`config.mk`:
```
export PLATFORM = sky130hd
export DESIGN_NAME = oxygen_sensor_frame_parser
export DESIGN_NICKNAME = d
export VERILOG_FILES = /design/src/rtl/osfp_pkg.sv /design/src/rtl/oxygen_sensor_frame_parser.sv /design/src/rtl/osfp_front.sv /design/src/rtl/osfp_queue.sv /design/src/rtl/osfp_back.sv
export VERILOG_INCLUDE_DIRS = /design/src /design/src/rtl
export SDC_FILE = /design/constraint.sdc
export NUM_CORES = 1
export LEC_CHECK = 0
export ABC_AREA = 1
export BUFFER_PORTS_ARGS = -buffer_cell sky130_fd_sc_hd__buf_4
export CAP_MARGIN = 10
export CORE_MARGIN = 3
export CORE_UTILIZATION = 54
export DETAILED_ROUTE_END_ITERATION = 10
export PLACE_DENSITY = 0.75
export RECOVER_POWER = 100
export SLEW_MARGIN = 10
export SYNTH_ARGS = -nofsm -noshare
export SYNTH_HDL_FRONTEND = slang
export SYNTH_SLANG_ARGS = --single-unit
```
`constraint.sdc`:
```
create_clock -name clk -period 2.85 [get_ports clk]
set_clock_uncertainty 0.2 [all_clocks]
set_input_delay 0.285 -clock clk [delete_from_list [all_inputs] [get_ports clk]]
set_output_delay 0.285 -clock clk [all_outputs]
set_load 0.03 [all_outputs]
```
`src/rtl/oxygen_sensor_frame_parser_defines.svh`:
```
// Assertion macros for the oxygen sensor frame parser.
`ifndef OXYGEN_SENSOR_FRAME_PARSER_DEFINES_SVH
`define OXYGEN_SENSOR_FRAME_PARSER_DEFINES_SVH

// ante must be followed by cons in the same cycle
`define OSFP_ASSERT_IMPL(label, ante, cons) \
  label: assert property (@(posedge clk) disable iff (rst) (ante) |-> (cons)) \
    else $error("osfp assertion failed");

// cond must never hold
`define OSFP_ASSERT_NEVER(label, cond) \
  label: assert property (@(posedge clk) disable iff (rst) !(cond)) \
    else $error("osfp assertion failed");

`endif

```
`src/rtl/osfp_pkg.sv`:
```
// Shared types and constants for the oxygen sensor frame parser.
package osfp_pkg;

  localparam logic [7:0] HEADER_BYTE   = 8'h78;
  localparam logic [7:0] PREAMBLE_BYTE = 8'h09;
  localparam logic [7:0] ZERO_BYTE     = 8'h00;
  localparam logic [7:0] STAT_SENSOR   = 8'h01;
  localparam logic [7:0] STAT_HEATING  = 8'h02;

  localparam logic [3:0] IDX_HEADER   = 4'd0;
  localparam logic [3:0] IDX_PREAMBLE = 4'd1;
  localparam logic [3:0] IDX_READ_HI  = 4'd2;
  localparam logic [3:0] IDX_READ_LO  = 4'd3;
  localparam logic [3:0] IDX_STATUS   = 4'd8;
  localparam logic [3:0] IDX_TRAIL0   = 4'd9;
  localparam logic [3:0] IDX_TRAIL1   = 4'd10;
  localparam logic [3:0] IDX_LAST     = 4'd11;

  localparam int QUEUE_DEPTH = 4;

  typedef enum logic [2:0] {
    ST_OK           = 3'd0,
    ST_SENSOR_ERR   = 3'd1,
    ST_HEATING      = 3'd2,
    ST_BAD_PREAMBLE = 3'd3,
    ST_BAD_TRAILER  = 3'd4,
    ST_BAD_CHECKSUM = 3'd5
  } status_t;

  typedef struct packed {
    logic [3:0] idx;
    logic [7:0] data;
  } item_t;

endpackage

```
`src/rtl/oxygen_sensor_frame_parser.sv`:
```
// Top level of the oxygen sensor frame parser.
// Takes one received byte per beat, one beat per cycle when the queue has room. Bytes
// outside a frame are dropped until a 0x78 header; the header and the next eleven bytes
// form a frame, and the twelfth byte yields one result beat (reading and status), held
// in an output register until taken. A QUEUE_DEPTH-entry queue between the hunter and
// the checker absorbs output stalls; the input stalls only when it fills. Every other
// byte produces no output.
`include "oxygen_sensor_frame_parser_defines.svh"

module oxygen_sensor_frame_parser #(
  parameter int QUEUE_DEPTH = osfp_pkg::QUEUE_DEPTH
) (
  input  logic        clk,
  input  logic        rst,
  input  logic        s_tvalid,
  output logic        s_tready,
  input  logic [7:0]  s_tdata,  // [7:0] rx_byte
  output logic        m_tvalid,
  input  logic        m_tready,
  output logic [23:0] m_tdata   // [15:0] oxygen_tenths, [18:16] frame_status, [23:19] zero
);

  logic              push_valid;
  logic              push_ready;
  osfp_pkg::item_t   push_item;
  logic              pop_valid;
  logic              pop_ready;
  osfp_pkg::item_t   pop_item;
  logic [15:0]       res_oxygen;
  osfp_pkg::status_t res_status;

  osfp_front u_front (
    .clk        (clk),
    .rst        (rst),
    .in_valid   (s_tvalid),
    .in_byte    (s_tdata),
    .in_ready   (s_tready),
    .push_valid (push_valid),
    .push_item  (push_item),
    .push_ready (push_ready)
  );

  osfp_queue #(
    .DEPTH (QUEUE_DEPTH)
  ) u_queue (
    .clk        (clk),
    .rst        (rst),
    .push_valid (push_valid),
    .push_item  (push_item),
    .push_ready (push_ready),
    .pop_valid  (pop_valid),
    .pop_item   (pop_item),
    .pop_ready  (pop_ready)
  );

  osfp_back u_back (
    .clk        (clk),
    .rst        (rst),
    .pop_valid  (pop_valid),
    .pop_item   (pop_item),
    .pop_ready  (pop_ready),
    .res_valid  (m_tvalid),
    .res_oxygen (res_oxygen),
    .res_status (res_status),
    .res_ready  (m_tready)
  );

  assign m_tdata = {5'd0, 3'(res_status), res_oxygen};

  `OSFP_ASSERT_NEVER(a_push_overflow, push_valid && !push_ready)
  `OSFP_ASSERT_IMPL(a_reading_only_ok, m_tvalid && res_status != osfp_pkg::ST_OK,
                    res_oxygen == 16'd0)
  `OSFP_ASSERT_IMPL(a_last_waits, pop_valid && !pop_ready,
                    m_tvalid && !m_tready && pop_item.idx == osfp_pkg::IDX_LAST)

endmodule

```
`src/rtl/osfp_front.sv`:
```
// Frame hunter: drops bytes outside a frame and tags frame bytes with their position.
module osfp_front (
  input  logic           clk,
  input  logic           rst,
  input  logic           in_valid,
  input  logic [7:0]     in_byte,
  output logic           in_ready,
  output logic           push_valid,
  output osfp_pkg::item_t push_item,
  input  logic           push_ready
);

  logic       collecting;
  logic [3:0] byte_index;
  logic       accept;

  assign in_ready = push_ready;
  assign accept   = in_valid && in_ready;

  always_comb begin
    push_item.data = in_byte;
    push_item.idx  = collecting ? byte_index : osfp_pkg::IDX_HEADER;
    push_valid     = accept && (collecting || in_byte == osfp_pkg::HEADER_BYTE);
  end

  always_ff @(posedge clk) begin
    if (rst) begin
      collecting <= 1'b0;
      byte_index <= '0;
    end else if (accept) begin
      if (!collecting) begin
        if (in_byte == osfp_pkg::HEADER_BYTE) begin
          collecting <= 1'b1;
          byte_index <= osfp_pkg::IDX_PREAMBLE;
        end
      end else if (byte_index == osfp_pkg::IDX_LAST) begin
        collecting <= 1'b0;
        byte_index <= '0;
      end else begin
        byte_index <= byte_index + 4'd1;
      end
    end
  end

endmodule

```
`src/rtl/osfp_queue.sv`:
```
// Small FIFO of tagged frame bytes between the hunter and the frame checker.
module osfp_queue #(
  parameter int DEPTH = osfp_pkg::QUEUE_DEPTH
) (
  input  logic            clk,
  input  logic            rst,
  input  logic            push_valid,
  input  osfp_pkg::item_t push_item,
  output logic            push_ready,
  output logic            pop_valid,
  output osfp_pkg::item_t pop_item,
  input  logic            pop_ready
);

  localparam int AW = (DEPTH > 1) ? $clog2(DEPTH) : 1;
  localparam int CW = $clog2(DEPTH + 1);

  osfp_pkg::item_t mem [DEPTH];
  logic [AW-1:0]   wr_ptr;
  logic [AW-1:0]   rd_ptr;
  logic [CW-1:0]   count;
  logic            do_push;
  logic            do_pop;

  assign push_ready = (count != CW'(DEPTH));
  assign pop_valid  = (count != '0);
  assign pop_item   = mem[rd_ptr];
  assign do_push    = push_valid && push_ready;
  assign do_pop     = pop_valid && pop_ready;

  always_ff @(posedge clk) begin
    if (do_push) begin
      mem[wr_ptr] <= push_item;
    end
  end

  always_ff @(posedge clk) begin
    if (rst) begin
      wr_ptr <= '0;
      rd_ptr <= '0;
      count  <= '0;
    end else begin
      if (do_push) begin
        wr_ptr <= (wr_ptr == AW'(DEPTH - 1)) ? '0 : wr_ptr + 1'b1;
      end
      if (do_pop) begin
        rd_ptr <= (rd_ptr == AW'(DEPTH - 1)) ? '0 : rd_ptr + 1'b1;
      end
      if (do_push && !do_pop) begin
        count <= count + 1'b1;
      end else if (!do_push && do_pop) begin
        count <= count - 1'b1;
      end
    end
  end

endmodule

```
`src/rtl/osfp_back.sv`:
```
// Frame checker: accumulates sum and fields, grades the frame, holds the result beat.
module osfp_back (
  input  logic            clk,
  input  logic            rst,
  input  logic            pop_valid,
  input  osfp_pkg::item_t pop_item,
  output logic            pop_ready,
  output logic            res_valid,
  output logic [15:0]     res_oxygen,
  output osfp_pkg::status_t res_status,
  input  logic            res_ready
);

  logic [7:0]  running_sum;
  logic [15:0] reading_hold;
  logic [7:0]  sensor_status_hold;
  logic        preamble_bad;
  logic        trailer_bad;
  logic        is_last;
  logic        do_pop;
  logic [7:0]  expect_sum;
  osfp_pkg::status_t status_next;
  logic [15:0] oxygen_next;

  assign is_last    = (pop_item.idx == osfp_pkg::IDX_LAST);
  assign pop_ready  = !is_last || !res_valid || res_ready;
  assign do_pop     = pop_valid && pop_ready;
  assign expect_sum = ~running_sum + 8'd1;

  always_comb begin
    oxygen_next = '0;
    priority if (preamble_bad) begin
      status_next = osfp_pkg::ST_BAD_PREAMBLE;
    end else if (trailer_bad) begin
      status_next = osfp_pkg::ST_BAD_TRAILER;
    end else if (pop_item.data != expect_sum) begin
      status_next = osfp_pkg::ST_BAD_CHECKSUM;
    end else if (sensor_status_hold == osfp_pkg::STAT_SENSOR) begin
      status_next = osfp_pkg::ST_SENSOR_ERR;
    end else if (sensor_status_hold == osfp_pkg::STAT_HEATING) begin
      status_next = osfp_pkg::ST_HEATING;
    end else begin
      status_next = osfp_pkg::ST_OK;
      oxygen_next = reading_hold;
    end
  end

  always_ff @(posedge clk) begin
    if (do_pop) begin
      unique case (pop_item.idx)
        osfp_pkg::IDX_HEADER: begin
          running_sum        <= pop_item.data;
          reading_hold       <= '0;
          sensor_status_hold <= '0;
          preamble_bad       <= 1'b0;
          trailer_bad        <= 1'b0;
        end
        osfp_pkg::IDX_PREAMBLE: begin
          preamble_bad <= (pop_item.data != osfp_pkg::PREAMBLE_BYTE);
          running_sum  <= running_sum + pop_item.data;
        end
        osfp_pkg::IDX_READ_HI: begin
          reading_hold[15:8] <= pop_item.data;
          running_sum        <= running_sum + pop_item.data;
        end
        osfp_pkg::IDX_READ_LO: begin
          reading_hold[7:0] <= pop_item.data;
          running_sum       <= running_sum + pop_item.data;
        end
        osfp_pkg::IDX_STATUS: begin
          sensor_status_hold <= pop_item.data;
          running_sum        <= running_sum + pop_item.data;
        end
        osfp_pkg::IDX_TRAIL0, osfp_pkg::IDX_TRAIL1: begin
          if (pop_item.data != osfp_pkg::ZERO_BYTE) begin
            trailer_bad <= 1'b1;
          end
          running_sum <= running_sum + pop_item.data;
        end
        osfp_pkg::IDX_LAST: begin
          running_sum <= '0;
        end
        default: begin
          running_sum <= running_sum + pop_item.data;
        end
      endcase
    end
  end

  always_ff @(posedge clk) begin
    if (rst) begin
      res_valid <= 1'b0;
    end else if (do_pop && is_last) begin
      res_valid <= 1'b1;
    end else if (res_ready) begin
      res_valid <= 1'b0;
    end
  end

  always_ff @(posedge clk) begin
    if (do_pop && is_last) begin
      res_oxygen <= oxygen_next;
      res_status <= status_next;
    end
  end

endmodule

```
== After elaboration in Yosys (flattened, before gate mapping) ==
Memories as Yosys holds them, arrays and structs flattened. A register that Yosys moved wholly into a read port is not among the register bits.
Index checks and enable logic that the tools add are counted.

* Output and inout port bits: 26
* Input port bits: 12
* Memories kept: 1
* Logic and storage cells: 101
* Register bits: 66
* RAM bits: 48

{| class="wikitable"
|+ Memory list
! memory !! depth !! bits a word !! rd ports !! clocked after Yosys merged registers in !! wr ports !! RTL line !! RTL
|-
| u_queue.mem || 4 || 12 || 1 || 1 || 1 || osfp_queue.sv:18 || <nowiki>osfp_pkg::item_t mem [DEPTH];</nowiki>
|}

* Bitwise logic cells: 1
* Reductions and logical operators: 33
* Equal/unequal tests: 17
* Add/sub/neg operators: 7
* Muxes and demuxes: 28

{| class="wikitable"
|+ Operators by type and width
! kind !! number
|-
| $pmux 8 s2 || 4
|-
| $eq 4x4->1 const B || 5
|-
| $mux 4 || 4
|-
| $reduce_bool 2->1 || 8
|-
| $mux 3 || 5
|-
| $mux 2 || 5
|-
| $reduce_and 2->1 || 5
|-
| $add 8x1->8 const B || 1
|-
| $add 8x8->8 || 1
|-
| $eq 4x2->1 const B || 2
|-
| $eq 8x1->1 const B || 1
|-
| $eq 8x2->1 const B || 1
|-
| $eq 8x7->1 const B || 1
|-
| $mux 1 || 8
|-
| $ne 8x4->1 const B || 1
|-
| $ne 8x8->1 || 1
|-
| $not 8->8 || 1
|-
| $reduce_bool 8->1 || 1
|-
| $logic_and 1x1->1 || 7
|-
| $reduce_or 5->1 || 1
|-
| $add 2x1->2 const B || 2
|-
| $add 4x1->4 const B || 1
|-
| $eq 2x2->1 const B || 2
|-
| $eq 4x1->1 const B || 1
|-
| 11 further kinds || 17
|}

== Depth between registers and ports, before layout ==
* Depth after elaboration: 8
* Depth in mapped cells: 18
* Mapped depth without buffers: 15

== Modules after synthesis ==
A second synthesis with hierarchy kept.

* Cells, all modules: 560
* Area, all modules: 5554.1 um^2

{| class="wikitable"
|+ By module, submodules not included
! module !! cells each !! area each (um^2) !! instances !! sequential area each (um^2)
|-
| osfp_back || 295 || 2772.7 || 1 || 1611.5
|-
| osfp_queue || 185 || 2285.9 || 1 || 1621.6
|-
| osfp_front || 74 || 454.2 || 1 || 100.1
|-
| oxygen_sensor_frame_parser || 6 || 41.3 || 1 || 0.0
|}

== Least setup slack after synthesis ==
No wires, ideal clock.

* Kind: register -> register
* Start point: register (tool-made name)
* End point: register u_back.running_sum[6] (data pin)
* Data required time: 2.389 ns
* Setup slack: 0.048 ns
* Clock period less this slack: 2.802 ns
* Data arrival time: 2.342 ns
* Buffers on the path: 3
* Stages on the path, launching flop included: 17
* Setup time: 0.261 ns
* Cell sequence: dfxtp_1 -> buf_6 -> inv_4 -> buf_8 -> buf_6 -> nand2_1 -> a32oi_1 -> ha_1 -> inv_1 -> fa_1 -> o21ai_0 -> a21oi_1 -> nor2_1 -> nor2_1 -> xnor2_1 -> nand2_1 -> o21ai_0

{| class="wikitable"
|+ RTL lines
! what !! RTL line !! RTL
|-
| end signal: assignment || osfp_back.sv:52 || <nowiki>running_sum <= pop_item.data;</nowiki>
|-
| end signal: assignment || osfp_back.sv:60 || <nowiki>running_sum <= running_sum + pop_item.data;</nowiki>
|-
| end signal: assignment || osfp_back.sv:64 || <nowiki>running_sum <= running_sum + pop_item.data;</nowiki>
|-
| end: declaration || osfp_back.sv:14 || <nowiki>logic [7:0] running_sum;</nowiki>
|}

==> impl_metrics.toml <==
[synthesis]
synthSimpleGateAreaFrac_pct = 22.2
synth-async-reset-ratio_pct = 0
synth_compound_gate_area_share_pct = 5.52
synth.top_cell.area_share_pct = 54.2
avgSynthCellArea_um2 = 10.4
synth_warnings = 0
synth_area_um2 = 5590
synth_top_cells_by_count = "104 x nand2_1, 101 x edfxtp_1, 65 x nor2_1"
yosysUniqueCellTypes = 40
synth_top_area_cell = "edfxtp_1"
synth_top_family_by_area = "simple AND/OR/NAND/NOR gates"
yosys.area_share.adder_pct = 4.07
synth_xor_area_share_pct = 1.70
postSynthCellCount = 538
ys_ff_latch = 116
yosysMostFrequentCell = "nand2_1"
synth_ff_type = "edfxtp_1"
synth_edf_count = 101
synth.mux.area_fraction_pct = 0
yosysSeqAreaShare_pct = 59.6
synthTopCellsByArea = "edfxtp_1 54%, nand2_1 7.0%, dfxtp_1 5.4%, nor2_1 4.4%, inv_1 4.0%"

[grt]
track_usage_pct = 21.6
grt_first_pass_wirelength_mm = 19.0
antenna_found_initial = 0
grt_max_degree = 20
grt_pass1_vias = 3977
grt_overflow = 0

[setup_path]
crit_chain = "inv_4, buf_4, a21oi_1, a32oi_2, nand2_2, nor2_4, nand2_2, nand2_4, buf_4, inv_1, nand2_1, inv_1, buf_4"
crit_arrival_ns = 2.66
end_kind = "flop"
cp.required_ns = 2.85
crit_top_cell = "buf_4"
max_stage_delay_ns = 0.38
cp_max_fo = 19
regToRegSetupSlack_ns = 0.19
reg2reg_depth = 13
cp-start-kind = "flop"
criticalPathCategory = "reg2reg"
r2r-end = "u_back.res_oxygen[1]"
slowest_stage = "dfxtp_1"

[finish]
multi_input_area_um2 = 1860
final_area_um2 = 6650
fillCellCount = 757
antenna_cells = 0
drive_above_1_share_pct = 15.8
finalNetCount = 650
syn_to_final_growth_pct = 18.8
regArea_um2 = 3340

[power_and_ir_drop]
power_density_nw_per_um2 = 1100
finalPower_mw = 7.28
ir_drop_mv = 0.554
p_leak_nw = 2.77

[clocking]
clock-sinks = 116
clkTransAtPathRegs_ns = 0.06
cts_root_buffer = "clkbuf_8"
numCtsBuffers = 17
insertion_delay_ns = 0.52
cts_tree = "yes"
htreeDepth = 4
cts_max_path_buffers = 2

[timing]
maxSlewViolCount = 0
period_share_pct = 93.4
setup_viol = 0
hold_viol_final = 0
final.setup.tns_ns = 0
rsz0062_at_grt = "false"
max_freq_ghz = 0.376
fin_crit_ns = 2.66

[routing]
via_per_inst = 5.24
drt_pass1_iterations = 5
route.detailed.drc = 0
drtIter0Drc = 387
wl_mm = 11.8
wl_per_cell_um = 15.3
drtAntennaViolNets = 0
vias = 4021

[floorplan]
rows = 36
dieArea_um2 = 11600
core_area_um2 = 9910
die_w_um = 108
initial_core_util_pct = 56.5
io_pins = 38
die_h_um = 108

[worst_hold_path]
hold_end = "u_front.byte_index[1]"
worstHoldStart = "u_front.byte_index[1]"
hold_depth = 2
hold_path_class = "reg2reg"

[flow_run]
drv_cap = 0

[place]
io_buffers = 32
post-dp-hpwl_mm = 7.98
gp_congestion = 0.854
placed_area_um2 = 6110

[status]
status = "finished clean"
-- routing by layer --
metal / part of all wire (%) / wire length (um) / global-route usage (%)
met1: 40 / 4670 / 25.3
met4: 3.2 / 382 / 11.1
met2: 52 / 6060 / 37.7
met5: 0 / 0 / 0
met3: 5.5 / 642 / 4.14
-- power by group --
| group | leakage, nW | switching (mW) | internal [mW] | total, mW |
|---|---|---|---|---|
| Sequential | 1.04 | 0.132 | 2.22 | 2.35 |
| Combinational | 1.46 | 1.94 | 1.06 | 3.00 |
| Clock | 0.263 | 0.781 | 1.16 | 1.94 |
-- critical path: cells and delay by family (launching register included) --
kind                   cells  cell delay, ns
AOI/OAI and AO/OA          2            0.28
and+or+nand+nor            5            0.42
DFF                        1            0.38
buffers and inverters      6            1.06
-- kinds of logic (layout without fill, tap and decap cells) --
| kind of cell | count (synthesis) | count (layout) |
|---|---|---|
| XOR/XNOR | 10 | 10 |
| AND/OR/NAND/NOR | 258 | 258 |
| AO/OA/AOI/OAI | 53 | 53 |
| buffers and inverters | 83 | 175 |
| other | 1 | 5 |
| adder cells (fa/ha/maj) | 17 | 17 |
| flip-flops | 116 | 116 |
-- stage by stage --
stage / hold WS [ns] / std cells / setup WS (ns) / util, %
after detailed placement: 0.297 / 718 / 0.0214 / 61.7
after global placement: 0.272 / 718 / 0.184 / 61.7
after floorplan: 0.154 / 542 / 0.0476 / -
after global routing: 0.353 / 767 / 0.0204 / 67.1
after CTS: 0.302 / 761 / 0.0520 / 68.3
final: 0.316 / 767 / 0.188 / 67.1
-- final cells by class --
| cell class | instances | share of cell area, % |
|---|---|---|
| Multi-Input combinational cell | 343 | 27.9 |
| Timing Repair Buffer | 75 | 7.21 |
| Clock buffer | 17 | 6.23 |
| Clock inverter | 15 | 2.01 |
| Inverter | 68 | 3.92 |
| Sequential cell | 116 | 50.2 |
| Tap cell | 133 | 2.50 |
-- flip-flops by register name, summed over array words and instances, names as in the netlist, named ones only --
register	count
u_back.running_sum	8
u_front.byte_index	4
u_back.reading_hold	16
u_queue.count	3
u_back.res_status	3
u_front.collecting	1
u_back.res_valid	1
u_back.res_oxygen	16
u_queue.mem	48
u_queue.rd_ptr	2
u_back.trailer_bad	1
u_queue.wr_ptr	2
u_back.preamble_bad	1
u_back.sensor_status_hold	8
-- worst max path at each step --
stage	cells after the start	to
detailed placement	16	u_queue.count[2]
finish	13	u_back.res_oxygen[1]
floorplan	16	u_back.running_sum[6]
global placement	16	u_queue.count[2]
global route	9	u_queue.mem[0][7]
CTS	15	u_queue.count[2]
-- cells in the final DEF (no fill, tap or decap), types with 4 or more instances in the layout --
master and n:
dlygate4sd3_1 11, xor2_1 5, dfxtp_1 14, o21ai_0 12
nand4_1 7, clkinv_1 5, conb_1 5, clkinv_4 5
clkbuf_16 16, o22ai_1 5, a21oi_1 25, inv_1 62
edfxtp_1 101, clkbuf_1 30, nand3_2 4, ha_1 15
nor2_4 7, nand2_1 104, nand2_2 12, buf_4 25
clkbuf_2 5, xnor2_1 4, nand3_1 39, nor2_1 72
-- repair_timing --
item	4_1_cts	5_1_grt
buffers inserted	0	6
hold buffers	11	0
setup endpoints to repair	1	2
resized for setup	1	7
endpoints found under the hold margin	42	0
pin swaps	0	2
Power figures use the tool's default switching activity.
